File: src/design/knn_pkg.sv
// Shared constants and types of the nearest-neighbour selection block.
package knn_pkg;

  localparam int MAX_NEIGHBORS = 16;
  localparam int NODE_W        = 10;
  localparam int DIST_W        = 32;
  localparam int CNT_W         = $clog2(MAX_NEIGHBORS + 1);
  localparam int Q_DEPTH       = 4;
  localparam int Q_PTR_W       = $clog2(Q_DEPTH);
  localparam int Q_CNT_W       = $clog2(Q_DEPTH + 1);
  localparam int CFG_ADDR_W    = 3;
  localparam int CFG_DATA_W    = 32;

  localparam logic [CFG_ADDR_W-1:0] REG_NEIGHBOR_COUNT = 3'd0;
  localparam logic [CNT_W-1:0]      NEIGHBOR_COUNT_RST = CNT_W'(MAX_NEIGHBORS);

  // One classified item as it waits between the front and the back.
  typedef struct packed {
    logic [NODE_W-1:0] node;
    logic [DIST_W-1:0] distance;
    logic              keep;   // candidate differs from the query node
    logic              last;
  } knn_item_t;

  typedef struct packed {
    logic             emitting;
    logic [CNT_W-1:0] kept_count;
  } knn_status_t;

  typedef enum logic [1:0] {
    ST_RUN  = 2'b01,
    ST_EMIT = 2'b10
  } knn_state_t;

endpackage

File: src/design/knn_front.sv
// Input side: takes items, flags self candidates and queues them for the back.
module knn_front import knn_pkg::*; (
  input  logic              clk,
  input  logic              rst_n,
  input  logic              in_valid,
  output logic              in_stall,
  input  logic [NODE_W-1:0] in_query_node,
  input  logic [NODE_W-1:0] in_candidate_node,
  input  logic [DIST_W-1:0] in_candidate_distance,
  input  logic              in_last_candidate,
  output logic              q_valid,
  output knn_item_t         q_item,
  input  logic              q_pop
);

  knn_item_t            q_mem [Q_DEPTH];
  logic [Q_PTR_W-1:0]   wr_ptr_r, wr_ptr_nxt;
  logic [Q_PTR_W-1:0]   rd_ptr_r, rd_ptr_nxt;
  logic [Q_CNT_W-1:0]   q_cnt_r, q_cnt_nxt;
  logic                 push;
  knn_item_t            new_item;

  assign in_stall = (q_cnt_r == Q_CNT_W'(Q_DEPTH));
  assign push     = in_valid && !in_stall;
  assign q_valid  = (q_cnt_r != '0);
  assign q_item   = q_mem[rd_ptr_r];

  always_comb begin
    new_item.node     = in_candidate_node;
    new_item.distance = in_candidate_distance;
    new_item.keep     = (in_candidate_node != in_query_node);
    new_item.last     = in_last_candidate;
    wr_ptr_nxt        = push ? wr_ptr_r + 1'b1 : wr_ptr_r;
    rd_ptr_nxt        = q_pop ? rd_ptr_r + 1'b1 : rd_ptr_r;
    q_cnt_nxt         = q_cnt_r + Q_CNT_W'(push) - Q_CNT_W'(q_pop);
  end

  always_ff @(posedge clk) begin
    if (!rst_n) begin
      wr_ptr_r <= '0;
      rd_ptr_r <= '0;
      q_cnt_r  <= '0;
    end else begin
      wr_ptr_r <= wr_ptr_nxt;
      rd_ptr_r <= rd_ptr_nxt;
      q_cnt_r  <= q_cnt_nxt;
    end
  end

  always_ff @(posedge clk) begin
    if (push) begin
      q_mem[wr_ptr_r] <= new_item;
    end
  end

endmodule

File: src/design/knn_back.sv
// Back end: shift-insert sorted list of kept neighbours and the result drain.
module knn_back import knn_pkg::*; (
  input  logic              clk,
  input  logic              rst_n,
  input  logic [CNT_W-1:0]  neighbor_count,
  input  logic              q_valid,
  input  knn_item_t         q_item,
  output logic              q_pop,
  output knn_status_t       status,
  output logic              out_valid,
  input  logic              out_stall,
  output logic [NODE_W-1:0] out_neighbor_index,
  output logic [DIST_W-1:0] out_neighbor_distance,
  output logic              out_last_neighbor
);

  knn_state_t          state_r, state_nxt;
  logic [CNT_W-1:0]    cnt_r, cnt_nxt;
  logic [DIST_W-1:0]   dist_r [MAX_NEIGHBORS];
  logic [NODE_W-1:0]   idx_r  [MAX_NEIGHBORS];
  logic [DIST_W-1:0]   dist_nxt [MAX_NEIGHBORS];
  logic [NODE_W-1:0]   idx_nxt  [MAX_NEIGHBORS];
  logic [MAX_NEIGHBORS-1:0] move;
  logic [CNT_W-1:0]    k_eff, cnt_eff;
  logic                full, fits, do_ins, load_out, slots_we;
  logic                out_valid_r, out_valid_nxt;
  logic [NODE_W-1:0]   out_idx_r;
  logic [DIST_W-1:0]   out_dist_r;
  logic                out_last_r;

  assign q_pop     = (state_r == ST_RUN) && q_valid;
  assign load_out  = (state_r == ST_EMIT) && (!out_valid_r || !out_stall);
  assign out_valid = out_valid_r;
  assign out_neighbor_index    = out_idx_r;
  assign out_neighbor_distance = out_dist_r;
  assign out_last_neighbor     = out_last_r;
  assign status.emitting   = (state_r == ST_EMIT);
  assign status.kept_count = cnt_r;

  // A lowered count trims the list to its nearest entries before each item.
  always_comb begin
    k_eff   = (neighbor_count > CNT_W'(MAX_NEIGHBORS)) ? CNT_W'(MAX_NEIGHBORS)
                                                         : neighbor_count;
    cnt_eff = (cnt_r > k_eff) ? k_eff : cnt_r;
    full    = (cnt_eff == k_eff);
    fits    = 1'b0;
    for (int i = 0; i < MAX_NEIGHBORS; i++) begin
      move[i] = (CNT_W'(i) >= cnt_eff) || (dist_r[i] > q_item.distance);
      if ((CNT_W'(i) < cnt_eff) && (dist_r[i] > q_item.distance)) begin
        fits = 1'b1;
      end
    end
    do_ins = q_pop && q_item.keep && (k_eff != '0) && (!full || fits);
  end

  // Slot i keeps its entry, takes the new item at the insertion point, or
  // takes its left neighbour; while draining, every slot but the last takes its right one.
  always_comb begin
    for (int i = 0; i < MAX_NEIGHBORS; i++) begin
      dist_nxt[i] = dist_r[i];
      idx_nxt[i]  = idx_r[i];
      if (load_out) begin
        if (i < MAX_NEIGHBORS - 1) begin
          dist_nxt[i] = dist_r[(i < MAX_NEIGHBORS - 1) ? i+1 : i];
          idx_nxt[i]  = idx_r[(i < MAX_NEIGHBORS - 1) ? i+1 : i];
        end
      end else if (move[i]) begin
        if (i == 0 || !move[(i == 0) ? 0 : i-1]) begin
          dist_nxt[i] = q_item.distance;
          idx_nxt[i]  = q_item.node;
        end else begin
          dist_nxt[i] = dist_r[(i == 0) ? 0 : i-1];
          idx_nxt[i]  = idx_r[(i == 0) ? 0 : i-1];
        end
      end
    end
    slots_we = do_ins || load_out;
  end

  always_comb begin
    state_nxt     = state_r;
    cnt_nxt       = cnt_r;
    out_valid_nxt = out_valid_r;
    if (out_valid_r && !out_stall) begin
      out_valid_nxt = 1'b0;
    end
    case (state_r)
      ST_RUN: begin
        if (q_pop) begin
          cnt_nxt = (do_ins && !full) ? cnt_eff + 1'b1 : cnt_eff;
          if (q_item.last && (cnt_nxt != '0)) begin
            state_nxt = ST_EMIT;
          end
        end
      end
      ST_EMIT: begin
        if (load_out) begin
          out_valid_nxt = 1'b1;
          cnt_nxt       = cnt_r - 1'b1;
          if (cnt_r == CNT_W'(1)) begin
            state_nxt = ST_RUN;
          end
        end
      end
      default: begin
        state_nxt = ST_RUN;
      end
    endcase
  end

  always_ff @(posedge clk) begin
    if (!rst_n) begin
      state_r     <= ST_RUN;
      cnt_r       <= '0;
      out_valid_r <= 1'b0;
    end else begin
      state_r     <= state_nxt;
      cnt_r       <= cnt_nxt;
      out_valid_r <= out_valid_nxt;
    end
  end

  always_ff @(posedge clk) begin
    if (slots_we) begin
      for (int i = 0; i < MAX_NEIGHBORS; i++) begin
        dist_r[i] <= dist_nxt[i];
        idx_r[i]  <= idx_nxt[i];
      end
    end
    if (load_out) begin
      out_idx_r  <= idx_r[0];
      out_dist_r <= dist_r[0];
      out_last_r <= (cnt_r == CNT_W'(1));
    end
  end

endmodule

File: src/design/k_nearest_neighbor_select_top.sv
// Top level of the nearest-neighbour selection block: register port and wiring.
//
//  Channel  | Direction | Handshake       | Payload
//  ---------+-----------+-----------------+---------------------------------------------
//  in_      | input     | in_valid/stall  | query_node, candidate_node, distance, last
//  out_     | output    | out_valid/stall | neighbor_index, neighbor_distance, last
//  config   | input     | psel/penable    | neighbor_count at byte address 0
//
// The front takes one item per cycle into a four-entry queue unless it is full; the back
// inserts one queued item per cycle into its sorted list while not draining, so the
// sustained rate is one item per cycle outside a drain. A last item with n neighbours
// kept is followed by their drain, during which the back pulls nothing from the queue.
// Reset is synchronous and active low; it empties the queue and the list.
// in_stall rises only when the queue is full; out_stall holds the output register.
module k_nearest_neighbor_select_top import knn_pkg::*; (
  input  logic                  clk,
  input  logic                  rst_n,
  input  logic                  in_valid,
  output logic                  in_stall,
  input  logic [NODE_W-1:0]     in_query_node,
  input  logic [NODE_W-1:0]     in_candidate_node,
  input  logic [DIST_W-1:0]     in_candidate_distance,
  input  logic                  in_last_candidate,
  output logic                  out_valid,
  input  logic                  out_stall,
  output logic [NODE_W-1:0]     out_neighbor_index,
  output logic [DIST_W-1:0]     out_neighbor_distance,
  output logic                  out_last_neighbor,
  input  logic                  psel,
  input  logic                  penable,
  input  logic                  pwrite,
  input  logic [CFG_ADDR_W-1:0] paddr,
  input  logic [CFG_DATA_W-1:0] pwdata,
  output logic [CFG_DATA_W-1:0] prdata,
  output logic                  pready
);

  logic [CNT_W-1:0] neighbor_count_r;
  logic             cfg_wr;
  logic             q_valid;
  logic             q_pop;
  knn_item_t        q_item;
  knn_status_t      status;

  assign pready = 1'b1;
  assign cfg_wr = psel && penable && pwrite && pready && (paddr[2] == REG_NEIGHBOR_COUNT[2]);
  assign prdata = (paddr[2] == REG_NEIGHBOR_COUNT[2]) ?
                  CFG_DATA_W'(neighbor_count_r) : '0;

  always_ff @(posedge clk) begin
    if (!rst_n) begin
      neighbor_count_r <= NEIGHBOR_COUNT_RST;
    end else if (cfg_wr) begin
      neighbor_count_r <= pwdata[CNT_W-1:0];
    end
  end

  knn_front u_front (
    .clk                   (clk),
    .rst_n                 (rst_n),
    .in_valid              (in_valid),
    .in_stall              (in_stall),
    .in_query_node         (in_query_node),
    .in_candidate_node     (in_candidate_node),
    .in_candidate_distance (in_candidate_distance),
    .in_last_candidate     (in_last_candidate),
    .q_valid               (q_valid),
    .q_item                (q_item),
    .q_pop                 (q_pop)
  );

  knn_back u_back (
    .clk                   (clk),
    .rst_n                 (rst_n),
    .neighbor_count        (neighbor_count_r),
    .q_valid               (q_valid),
    .q_item                (q_item),
    .q_pop                 (q_pop),
    .status                (status),
    .out_valid             (out_valid),
    .out_stall             (out_stall),
    .out_neighbor_index    (out_neighbor_index),
    .out_neighbor_distance (out_neighbor_distance),
    .out_last_neighbor     (out_last_neighbor)
  );

  // The list never holds more entries than it has slots.
  assert property (@(posedge clk) disable iff (!rst_n)
    status.kept_count <= CNT_W'(MAX_NEIGHBORS))
    else $error("kept count exceeds list size");

  // No queued item is consumed while the list is being drained.
  assert property (@(posedge clk) disable iff (!rst_n)
    status.emitting |-> !q_pop)
    else $error("queue popped during drain");

  // A result appears only as a consequence of draining.
  assert property (@(posedge clk) disable iff (!rst_n)
    $rose(out_valid) |-> $past(status.emitting))
    else $error("result produced outside drain");

endmodule

File: config.mk
export PLATFORM = sky130hd
export DESIGN_NAME = k_nearest_neighbor_select_top
export DESIGN_NICKNAME = d
export VERILOG_FILES = /design/src/design/knn_pkg.sv /design/src/design/knn_front.sv /design/src/design/knn_back.sv /design/src/design/k_nearest_neighbor_select_top.sv
export SDC_FILE = /design/constraint.sdc
export NUM_CORES = 2
export LEC_CHECK = 0
export BUFFER_PORTS_ARGS = -buffer_cell sky130_fd_sc_hd__clkbuf_2
export CORE_ASPECT_RATIO = 0.6
export CORE_UTILIZATION = 50
export CTS_CLUSTER_DIAMETER = 80
export DETAILED_ROUTE_END_ITERATION = 6
export MAX_ROUTING_LAYER = met4
export PLACE_DENSITY = 0.69
export SLEW_MARGIN = 40
export SYNTH_ARGS = -nofsm -noshare
export SYNTH_HDL_FRONTEND = slang
export SYNTH_SLANG_ARGS = --single-unit
File: constraint.sdc
create_clock -name clk -period 7.6 [get_ports clk]
set_clock_uncertainty 0.05 [all_clocks]
set_input_delay 0.38 -clock clk [delete_from_list [all_inputs] [get_ports clk]]
set_output_delay 0.38 -clock clk [all_outputs]
set_load 0.05 [all_outputs]
# ---- Yosys cells after proc, flatten, opt, wreduce, memory -nomap -nowiden
# Memories as Yosys holds them, arrays and structs flattened. A register that Yosys moved wholly into a read port is not among the register bits.
# Cells that the tools add are included.
dict set report word_totals {
  register_bits 63
  mem_bits_rw 848
  in_bits 95
  out_inout_bits 78
  elab_cells 268
  memories 3
}
# name depth width read_ports rd_clocked_by_memory_dff wr line_no
set memory_table {}
lappend memory_table {u_back.dist_r 16 32 16 0 16 knn_back.sv:19} ;# logic [DIST_W-1:0] dist_r [MAX_NEIGHBORS];
lappend memory_table {u_front.q_mem 4 44 1 1 1 knn_front.sv:16} ;# knn_item_t q_mem [Q_DEPTH];
lappend memory_table {u_back.idx_r 16 10 16 0 16 knn_back.sv:20} ;# logic [NODE_W-1:0] idx_r [MAX_NEIGHBORS];
dict set report classes {
  addsub 6
  order_cmp 50
  eq_ne 10
  n_mux 131
  bitwise 1
  reduce_logical 57
}
# cell count
set op_table {}
lappend op_table {{2-to-1 mux 32 bit} 47}
lappend op_table {{greater-than comparator 32 bit} 16}
lappend op_table {{2-to-1 mux 10 bit} 47}
lappend op_table {{>= comparator 4 x 5 -> 1 bit (first input constant)} 8}
lappend op_table {{< comparator 4 x 5 -> 1 bit (first input constant)} 8}
lappend op_table {{2-to-1 mux 5 bit} 6}
lappend op_table {{logical AND 1 bit} 28}
lappend op_table {{2-to-1 mux 1 bit} 23}
lappend op_table {{>= comparator 3 x 5 -> 1 bit (first input constant)} 4}
lappend op_table {{< comparator 3 x 5 -> 1 bit (first input constant)} 4}
lappend op_table {{logical OR 1 bit} 19}
lappend op_table {{2-to-1 mux 2 bit} 6}
lappend op_table {{>= comparator 1 x 5 -> 1 bit (first input constant)} 2}
lappend op_table {{>= comparator 2 x 5 -> 1 bit (first input constant)} 2}
lappend op_table {{< comparator 1 x 5 -> 1 bit (first input constant)} 2}
lappend op_table {{< comparator 2 x 5 -> 1 bit (first input constant)} 2}
lappend op_table {{inequality test 10 bit} 1}
lappend op_table {{case mux 5 bit (2 select lines)} 1}
lappend op_table {{nonzero test 5 bit} 2}
lappend op_table {{inequality test 2 x 1 -> 1 bit (second input constant)} 3}
lappend op_table {{adder 5 x 1 -> 5 bit (second input constant)} 1}
lappend op_table {{equality test 5 x 1 -> 1 bit (second input constant)} 1}
lappend op_table {{equality test 5 bit} 1}
lappend op_table {{greater-than comparator 5 bit} 1}
lappend op_table {{16 further kinds} 20}

# ---- Longest topological paths before layout
dict set report logic_depth {
  ltp_word 31
  ltp_mapped 19
  mapped_depth_nobuf 14
}

# ---- Cells and area by module
# A second synthesis with hierarchy kept.
dict set report unflattened {
  hier_cells 5138
  area_unflattened_um2 54269.5
}
# mod instances cells_each area_per_inst_um2 seq_area_each_um2
set modules_own_cells {}
lappend modules_own_cells {knn_back 1 4787 46783.6 21630.7}
lappend modules_own_cells {knn_front 1 293 7006.7 5465.2}
lappend modules_own_cells {k_nearest_neighbor_select_top 1 58 479.2 100.1}

# ---- Worst setup path after synthesis
# No wires, ideal clock.
dict set report synth_timing {
  path_kind {register to register}
  from {register (tool-made name)}
  to {memory u_back.dist_r[3][4] (netlist: u_back.dist_r[0][100]) (enable)}
  setup_time_ps 505
  arrival_ps 7043
  required_ps 7045
  slack_ps 3
  path_stages_with_launch 17
  path_buffers 5
  synth_period_minus_slack_ps 7597
  path_cell_list {dfxtp_1 -> clkbuf_1 -> clkbuf_1 -> mux4_2 -> clkbuf_1 -> clkinv_1 -> ha_1 -> nand4_1 -> nor4_1 -> nand4_1 -> a31oi_1 -> nor4_1 -> a21oi_1 -> a21oi_1 -> buf_2 -> buf_4 -> o31ai_1}
}
# element line_no
set synth_lines {}
lappend synth_lines {{end: declaration} knn_back.sv:19}

==> flow_summary_export.csv <==
group,metric,value,unit
min_path,hp-start,"in_query_node[2]",
critical_path,crit_family,"buffers and inverters",
synthesis,synth-main-ff-cell,"edfxtp_1",
synthesis,yosysSeqAreaShare,0.4983,
detailed_routing,dr.pass1.iters,5,
critical_path,cp_slowest_cell,"nor4_1",
detailed_routing,drtAntennaViolNets,0,
global_route,grt_max_degree,236,
sta,finalCriticalPeriod,6.838,ns
layout,n_antenna_cell,0,
synthesis,synthMuxAreaShare,0.09544,
synthesis,synth_xor_area_frac,0.003370,
die,core_area,107800,um2
clock_tree,cts_resized,0,
sta,max_freq,146.2,MHz
global_route,grt_pass1_wl,220.4,mm
die,die_w,428.5,um
clock_tree,clkTransAtPathRegs,0.07,ns
synthesis,synthArstFlopShare,0,
clock_tree,cts_buffers,85,
die,die_h,257.9,um
sta,period_share,0.8998,
clock_tree,ctsHoldBuffers,51,
global_route,grt_overflow_total,0,
synthesis,yosysWarnings,0,
sta,hold_viol,0,
clock_tree,cts_tree,"done",
critical_path,cp_common_cell,"buf_4",
critical_path,path_max_fanout,42,
global_route,grt_pass1_vias,38583,
sta,drv_slew,0,
critical_path,r2r_setup_slack,0.76,ns
placed_design,routabilityCongestion,0.9484,
placed_design,dp_cells,6417,
synthesis,synth_compound_area_frac,0.1369,
detailed_routing,avgRoutedWirePerCell,21.53,um
critical_path,rr_endpoint,"u_back.idx_r[1][78]$_DFFE_PP_",
clock_tree,cts-root-buf,"clkbuf_16",
synthesis,yosysTopAreaCell,"edfxtp_1",
clock_tree,clockBufferDepth,3,
critical_path,crit_arrival,7.13,ns
clock_tree,htreeDepth,3,
layout,syn_to_final_growth,10.09,%
run,maxCapViolations,0,
status,status,"completed",
clock_tree,insertion_delay,0.72,ns
critical_path,crit_buf_inv,5,
critical_path,slowest_delay,0.72,ns
synthesis,synth_edf_count,891,
critical_path,worstSetupPathType,"flop to flop",
layout,final_nets,5760,
die,ioPinCount,173,
detailed_routing,wirelength,142.6,mm
synthesis,yosys-top-cells-count,"edfxtp_1, nand2_1, o21ai_0",
sta,worstMarginPinSlew,0.9322,ns
global_route,antenna_found_initial,0,
synthesis,yosysTopAreaCellShare,0.4902,
detailed_routing,num_vias,40537,
placed_design,io_buffers,115,
synthesis,synth_most_common_cell,"edfxtp_1",
min_path,whs_path_depth,3,
synthesis,synth-simple-area-share,0.1103,
synthesis,synthCells,5054,
sta,holdWs,0.06771,ns
die,fp-row-count,93,
layout,instances_no_fill,6624,
min_path,hp-class,"primary input to flop",
critical_path,startpoint_type,"flop",
clock_tree,post_cts_buffers,0,
layout,n_fill_cell,9127,
die,dieArea,110500,um2
detailed_routing,vias_per_cell,6.120,
detailed_routing,drcViolationCount,0,
synthesis,synth_area_leaders,"edfxtp_1, ha_1, mux2i_1",
sta,fin_tns_setup,0,ns
min_path,hold-path-endpoint,"u_front.q_mem[2][1]$_DFFE_PP_",
critical_path,cp_data_required_time,7.89,ns
synthesis,synth_top_family_by_area,"compound AO/OA/AOI/OAI gates",
critical_path,path_cells,"buf_4 > mux4_2 > clkinv_1 > ha_1 > nand4_1 > nor4_1 > buf_4 > nand4_1 > a31oi_1 > nor4_1 > a21oi_1 > nor3_1 > nor2_1 > nor4_2 > buf_4 > a2111oi_4 > buf_4",
synthesis,synth_adder_area_share,0.1219,
synthesis,ys_types,88,
sta,maxSlewHeadroom,0.3786,
global_route,grt_usage,0.2592,
critical_path,rr_worst_depth,17,
sta,finalSetupViolCount,0,
detailed_routing,dr.first_iter.drc_count,4284,
synthesis,synth_area,54580,um2
placed_design,dp_hpwl,102.3,mm
synthesis,syn_avg_cell_area,10.80,um2
clock_tree,clock_sinks,913,
die,start_util,0.5065,
synthesis,ys_seq_elements,913,
layout,drive_gt1_frac,0.08809,
sta,rsz0062_at_grt,"no",
critical_path,critPathCaptureType,"flop",
-- stage by stage --
step / cell area (um2) / utilization / worst slack (ns)
floorplan: 54680 / - / 0.002773
global route: 60080 / 0.5576 / 0.5618
finish: 60080 / 0.5576 / 0.7616
CTS: 59980 / 0.5566 / 0.8516
global placement: 56630 / 0.5255 / 0.8501
detailed placement: 56710 / 0.5263 / 0.9123
-- metal layers --
layer	routed length, um	track usage	part of all wire	vias to the layer above
met5	0	-	0	-
met4	2275	0.04898	0.016	0
met3	11470	0.04960	0.080	182
met2	60660	0.3673	0.43	1358
met1	68190	0.3858	0.48	19893
li1	-	-	-	19104
-- worst min-delay path, stage by stage --
cell,delay [ns]
clkbuf_2,0.09
xnor2_1,0.07
nand4_1,0.16
-- cells by family after synthesis --
| family | after synthesis |
|---|---|
| buf+inv | 387 |
| xor+xnor | 21 |
| mux | 464 |
| fa+ha+maj | 531 |
| other cells | 2 |
| flops | 913 |
| simple gates | 1394 |
| compound gates | 1342 |
-- placed cells by master, fill, tap and decap left out, types with 44 or more instances in the layout --
cell type	n
edfxtp_1	891
clkinv_1	45
buf_4	88
nand4_1	95
nor2_1	258
nand2_1	784
mux4_2	44
o21ai_0	698
inv_1	49
clkbuf_2	115
dlygate4sd3_1	51
nand3_1	74
clkbuf_16	86
a21o_1	44
ha_1	530
a21oi_1	348
o21ai_1	52
mux2i_1	409
-- sequential cells by signal, indices dropped and copies added, names as in the netlist, 2 cells and up, named ones only --
signal,count
neighbor_count_r,5
u_back.cnt_r,5
u_back.dist_r,512
u_back.idx_r,160
u_back.out_neighbor_distance,32
u_back.out_neighbor_index,10
u_back.state_r,2
u_front.q_cnt_r,3
u_front.q_mem,176
u_front.rd_ptr_r,2
u_front.wr_ptr_r,2
-- area by class of cell --
type                    count  area [um2]  area share
flip-flops and latches    913       27200      0.4527
multi-input cells        3780       25940      0.4318
clock buffers             107        2231     0.03713
repair buffers            272        2074     0.03453
well taps                1425        1783     0.02967
clock inverters            45       530.5    0.008829
inverters                  82       321.6    0.005352
-- worst max path at each step --
stage | start | to | cells past startpoint
global route | flop | u_back.idx_r[1][70]$_DFFE_PP_ | 17
floorplan | flop | u_back.dist_r[0][100]$_DFFE_PP_ | 16
finish | flop | u_back.idx_r[1][78]$_DFFE_PP_ | 17
detailed placement | flop | u_back.idx_r[1][75]$_DFFE_PP_ | 17
global placement | flop | u_back.idx_r[0][36]$_DFFE_PP_ | 17
CTS | flop | u_back.idx_r[1][74]$_DFFE_PP_ | 17
Power is not shown: default switching activity piles up to over one toggle a cycle in this logic, so the estimate is an artifact.
